<file path="src/hw/rtl/cdq_pkg.sv">
// Shared types and constants for the circular deque.
`default_nettype none

package cdq_pkg;

    // Number of entries and width of one stored value.
    localparam int DEPTH      = 8;
    localparam int DATA_WIDTH = 32;

    typedef logic signed [DATA_WIDTH-1:0] t_data;

    typedef enum logic [1:0] {
        MODE_PUSH_REAR  = 2'd0,
        MODE_PUSH_FRONT = 2'd1,
        MODE_POP_FRONT  = 2'd2,
        MODE_POP_REAR   = 2'd3
    } t_mode;

    typedef enum logic [1:0] {
        STATUS_OK    = 2'd0,
        STATUS_FULL  = 2'd1,
        STATUS_EMPTY = 2'd2
    } t_status;

    // Operation broadcast to every cell of the chain.
    typedef struct packed {
        logic push_front;
        logic push_rear;
        logic pop_front;
        logic pop_rear;
    } t_cell_ctrl;

endpackage

`default_nettype wire

</file>
<file path="src/hw/rtl/cdq_cell.sv">
// One entry of the deque chain; shifts toward either neighbor on front operations.
`default_nettype none

module cdq_cell import cdq_pkg::*; (
    input  wire             i_clk,
    input  wire             i_rst_n,
    input  wire t_cell_ctrl i_ctrl,
    input  wire t_data      i_push_value,
    input  wire t_data      i_left_data,
    input  wire             i_left_valid,
    input  wire t_data      i_right_data,
    input  wire             i_right_valid,
    output t_data           o_data,
    output logic            o_valid,
    output t_data           o_rear_data
);

    t_data r_data;
    t_data n_data;
    logic  r_valid;
    logic  n_valid;
    logic  w_is_rear;
    logic  w_is_next_free;

    // This cell holds the rear entry when it is valid and its right neighbor is not.
    assign w_is_rear      = r_valid && !i_right_valid;
    // This cell is the first free slot when it is empty and its left neighbor is full.
    assign w_is_next_free = !r_valid && i_left_valid;

    always_comb begin
        n_data  = r_data;
        n_valid = r_valid;
        if (i_ctrl.push_front) begin
            n_data  = i_left_data;
            n_valid = i_left_valid;
        end else if (i_ctrl.pop_front) begin
            n_data  = i_right_data;
            n_valid = i_right_valid;
        end else if (i_ctrl.push_rear && w_is_next_free) begin
            n_data  = i_push_value;
            n_valid = 1'b1;
        end else if (i_ctrl.pop_rear && w_is_rear) begin
            n_valid = 1'b0;
        end
    end

    always_ff @(posedge i_clk) begin
        if (!i_rst_n) begin
            r_valid <= 1'b0;
        end else begin
            r_valid <= n_valid;
        end
    end

    always_ff @(posedge i_clk) begin
        r_data <= n_data;
    end

    assign o_data      = r_data;
    assign o_valid     = r_valid;
    assign o_rear_data = w_is_rear ? r_data : '0;

endmodule

`default_nettype wire

</file>
<file path="config.mk">
export PLATFORM = sky130hd
export DESIGN_NAME = cdq_cell
export DESIGN_NICKNAME = d
export VERILOG_FILES = /design/src/hw/rtl/cdq_pkg.sv /design/src/hw/rtl/cdq_cell.sv
export SDC_FILE = /design/constraint.sdc
export NUM_CORES = 1
export LEC_CHECK = 0
export ABC_AREA = 0
export CORE_AREA = 5 5 66 68
export DETAILED_ROUTE_END_ITERATION = 12
export DIE_AREA = 0 0 71 73
export DONT_BUFFER_PORTS = 1
export GPL_TIMING_DRIVEN = 0
export PLACE_DENSITY_LB_ADDON = 0.3
export SETUP_SLACK_MARGIN = 0.3
export SYNTH_ARGS = -nofsm -noshare
export SYNTH_HDL_FRONTEND = slang
export SYNTH_SLANG_ARGS = --single-unit
</file>
<file path="constraint.sdc">
create_clock -name i_clk -period 2.5 [get_ports i_clk]
set_input_delay 0.25 -clock i_clk [delete_from_list [all_inputs] [get_ports i_clk]]
set_output_delay 0.25 -clock i_clk [all_outputs]
set_load 0.03 [all_outputs]
</file>
==> results.sh <==
export IMPL_synth_seq_cells=33
export IMPL_via_count=1426
export IMPL_pwr_share_comb=0.142
export IMPL_cts_hold_buf=0
export IMPL_switchingPower_mw=0.439
export IMPL_clock_path_buffers=2
export IMPL_die_area_um2=5180
export IMPL_crit_chain="nor2b_2 -> buf_2 -> and2_1"
export IMPL_ant_nets=0
export IMPL_path_buf_inv=1
export IMPL_synthDistinctLibCells=17
export IMPL_fin_tns_setup_ps=0
export IMPL_cts_reportedPaths_clkPinSlew_ps=60
export IMPL_status="finished, final reports clean"
export IMPL_fp_dieW_um=71
export IMPL_cts_setup_buffers=0
export IMPL_coreArea_um2=3800
export IMPL_fmax_ghz=0.498
export IMPL_drc=0
export IMPL_cp_top_family="simple AND/OR/NAND/NOR gates"
export IMPL_ys_warn_count=0
export IMPL_slew_headroom=0.620
export IMPL_initial_utilization=0.518
export IMPL_synth_edf_count=32
export IMPL_area_delta_synth_final_pct=9.22
export IMPL_grt_pass1_vias=1533
export IMPL_skew_ps=3.05
export IMPL_via_per_inst=5.84
export IMPL_cts_tree="built"
export IMPL_track_usage=0.184
export IMPL_p_int_mw=0.953
export IMPL_dr_pass1_iters=4
export IMPL_async_reset_ff_frac=0
export IMPL_syn_avg_cell_area_um2=10.6
export IMPL_dp_hpwl_um=4090
export IMPL_grt_ovfl_total=0
export IMPL_p_leak_nw=0.899
export IMPL_cts_made_buffers=5
export IMPL_slowest_delay_ps=590
export IMPL_min_path_type="in2reg"
export IMPL_sw_frac_of_total=0.315
export IMPL_min_period_over_period=0.804
export IMPL_drive_gt1_frac=0.108
export IMPL_port_buffers=0
export IMPL_clkPwrFrac=0.267
export IMPL_wl_um=5010
export IMPL_gp_congestion=0.758
export IMPL_hold_viol=0
export IMPL_insertedDiodeCount=0
export IMPL_synthesis_nets=289
export IMPL_crit_path_end_kind="primary output"
export IMPL_period_needed_ps=2010
export IMPL_ir_worst_vdd_mv=0.282
export IMPL_synth_top_flop_cell="edfxtp_1"
export IMPL_synth_cells=185
export IMPL_r2r_setup_slack_ps=980
export IMPL_final_common_cell="nand2_1"
export IMPL_powerDensity_nw_per_um2=648
export IMPL_clk_insertion_delay_late_ps=270
export IMPL_grt_antenna_before_repair=0
export IMPL_cp_arrival_ps=1760
export IMPL_ioPinCount=169
export IMPL_wl_per_cell_um=20.5
export IMPL_layout_common_cells="nand2_1 (34), and2_1 (32), mux2i_1 (32), edfxtp_1 (32), o21ai_1 (31)"
export IMPL_drv_slew=0
export IMPL_ctsResizeCount=0
export IMPL_setup_viol=0
export IMPL_worstSetupPathType="reg2out"
export IMPL_p_seq_frac=0.590
export IMPL_rsz0062_at_grt="false"
export IMPL_die_h_um=73
export IMPL_synth_area_um2=1970
export IMPL_grt_max_degree=20
export IMPL_cp_max_fo=10
export IMPL_fin_nets=297
export IMPL_maxCapViolCount=0
export IMPL_cts_htree_levels=2
export IMPL_cp_required_ps=2250
export IMPL_rows=23
export IMPL_cpMaxStageDelayCell="dfxtp_1"
export IMPL_finalPower_mw=1.39
export IMPL_drt_iter0_drc=87
export IMPL_ys_seq_area_frac=0.499
export IMPL_cts_sinks=33
export IMPL_clockRootBuffer="clkbuf_8"
export IMPL_tightest_slew_ps=567
export IMPL_crit_path_start_kind="register"
export IMPL_num_fill_cells=349
export IMPL_grt_pass1_wl_um=7290
==> power groups by stage <==
stage                     sequential, mW  combinational (mW)  clock [mW]
after CTS                          0.824               0.201       0.384
final                              0.822               0.198       0.372
after global routing               0.828               0.217       0.412
after detailed placement           0.835               0.201           0
after global placement             0.834               0.188           0
after floorplan                    0.821               0.165           0
==> area by class of cell <==
type | count | area, um2 | share of cell area
Sequential cell | 33 | 981 | 0.457
Multi-Input combinational cell | 137 | 868 | 0.404
Buffer | 14 | 125 | 0.0582
Clock buffer | 8 | 80.1 | 0.0373
Tap cell | 50 | 62.6 | 0.0291
Timing Repair Buffer | 1 | 27.5 | 0.0128
Inverter | 1 | 3.75 | 0.00175
==> synthesized netlist by cell type (2+ instances only) <==
cell type  count  share of area
nand2_1       34          0.065
buf_2          7          0.018
edfxtp_1      32           0.49
buf_6          2          0.011
buf_12         3          0.031
and2_1        32           0.10
o21ai_0        2         0.0051
o21ai_1       32          0.081
mux2i_1       32           0.16
clkbuf_1       2         0.0038
==> sequential cells by signal (all words and copies together) (netlist names) <==
signal   count
o_data      32
o_valid      1
==> layer usage <==
metal  global-route usage  wire, um
met5                    0         0
met4               0.0585        35
met3               0.0771       550
met2                0.336      2700
met1                0.192      1730
==> worst reg2reg max path: stages (launching register included) <==
cell and delay (ps):
dfxtp_1 450, o21ai_4 550, buf_16 230
==> final timing paths <==
path / from / to / cells after the start
max: o_valid / o_rear_data[29] / 3
min: i_rst_n / o_valid / 1
max reg2reg: o_valid / o_data[14] / 2
min reg2reg: o_valid / o_valid / 2
==> kinds of logic after synthesis <==
| family | after synthesis | synth area share |
|---|---|---|
| mux | 32 | 0.163 |
| flops | 33 | 0.499 |
| simple gates | 69 | 0.177 |
| compound gates | 36 | 0.0954 |
| buf+inv | 15 | 0.0655 |
==> through the flow <==
stage                     area, um2  instances  hold slack [ps]  worst slack, ps  utilization
after floorplan                1970        185              383              728            -
after global placement         2030        235              385              409        0.535
after detailed placement       2070        236              395              742        0.544
after CTS                      2150        244             92.1              428        0.566
after global routing           2150        244             88.3              380        0.566
final                          2150        244              103              491        0.566
No activity file was read; power rests on OpenSTA's default activity.
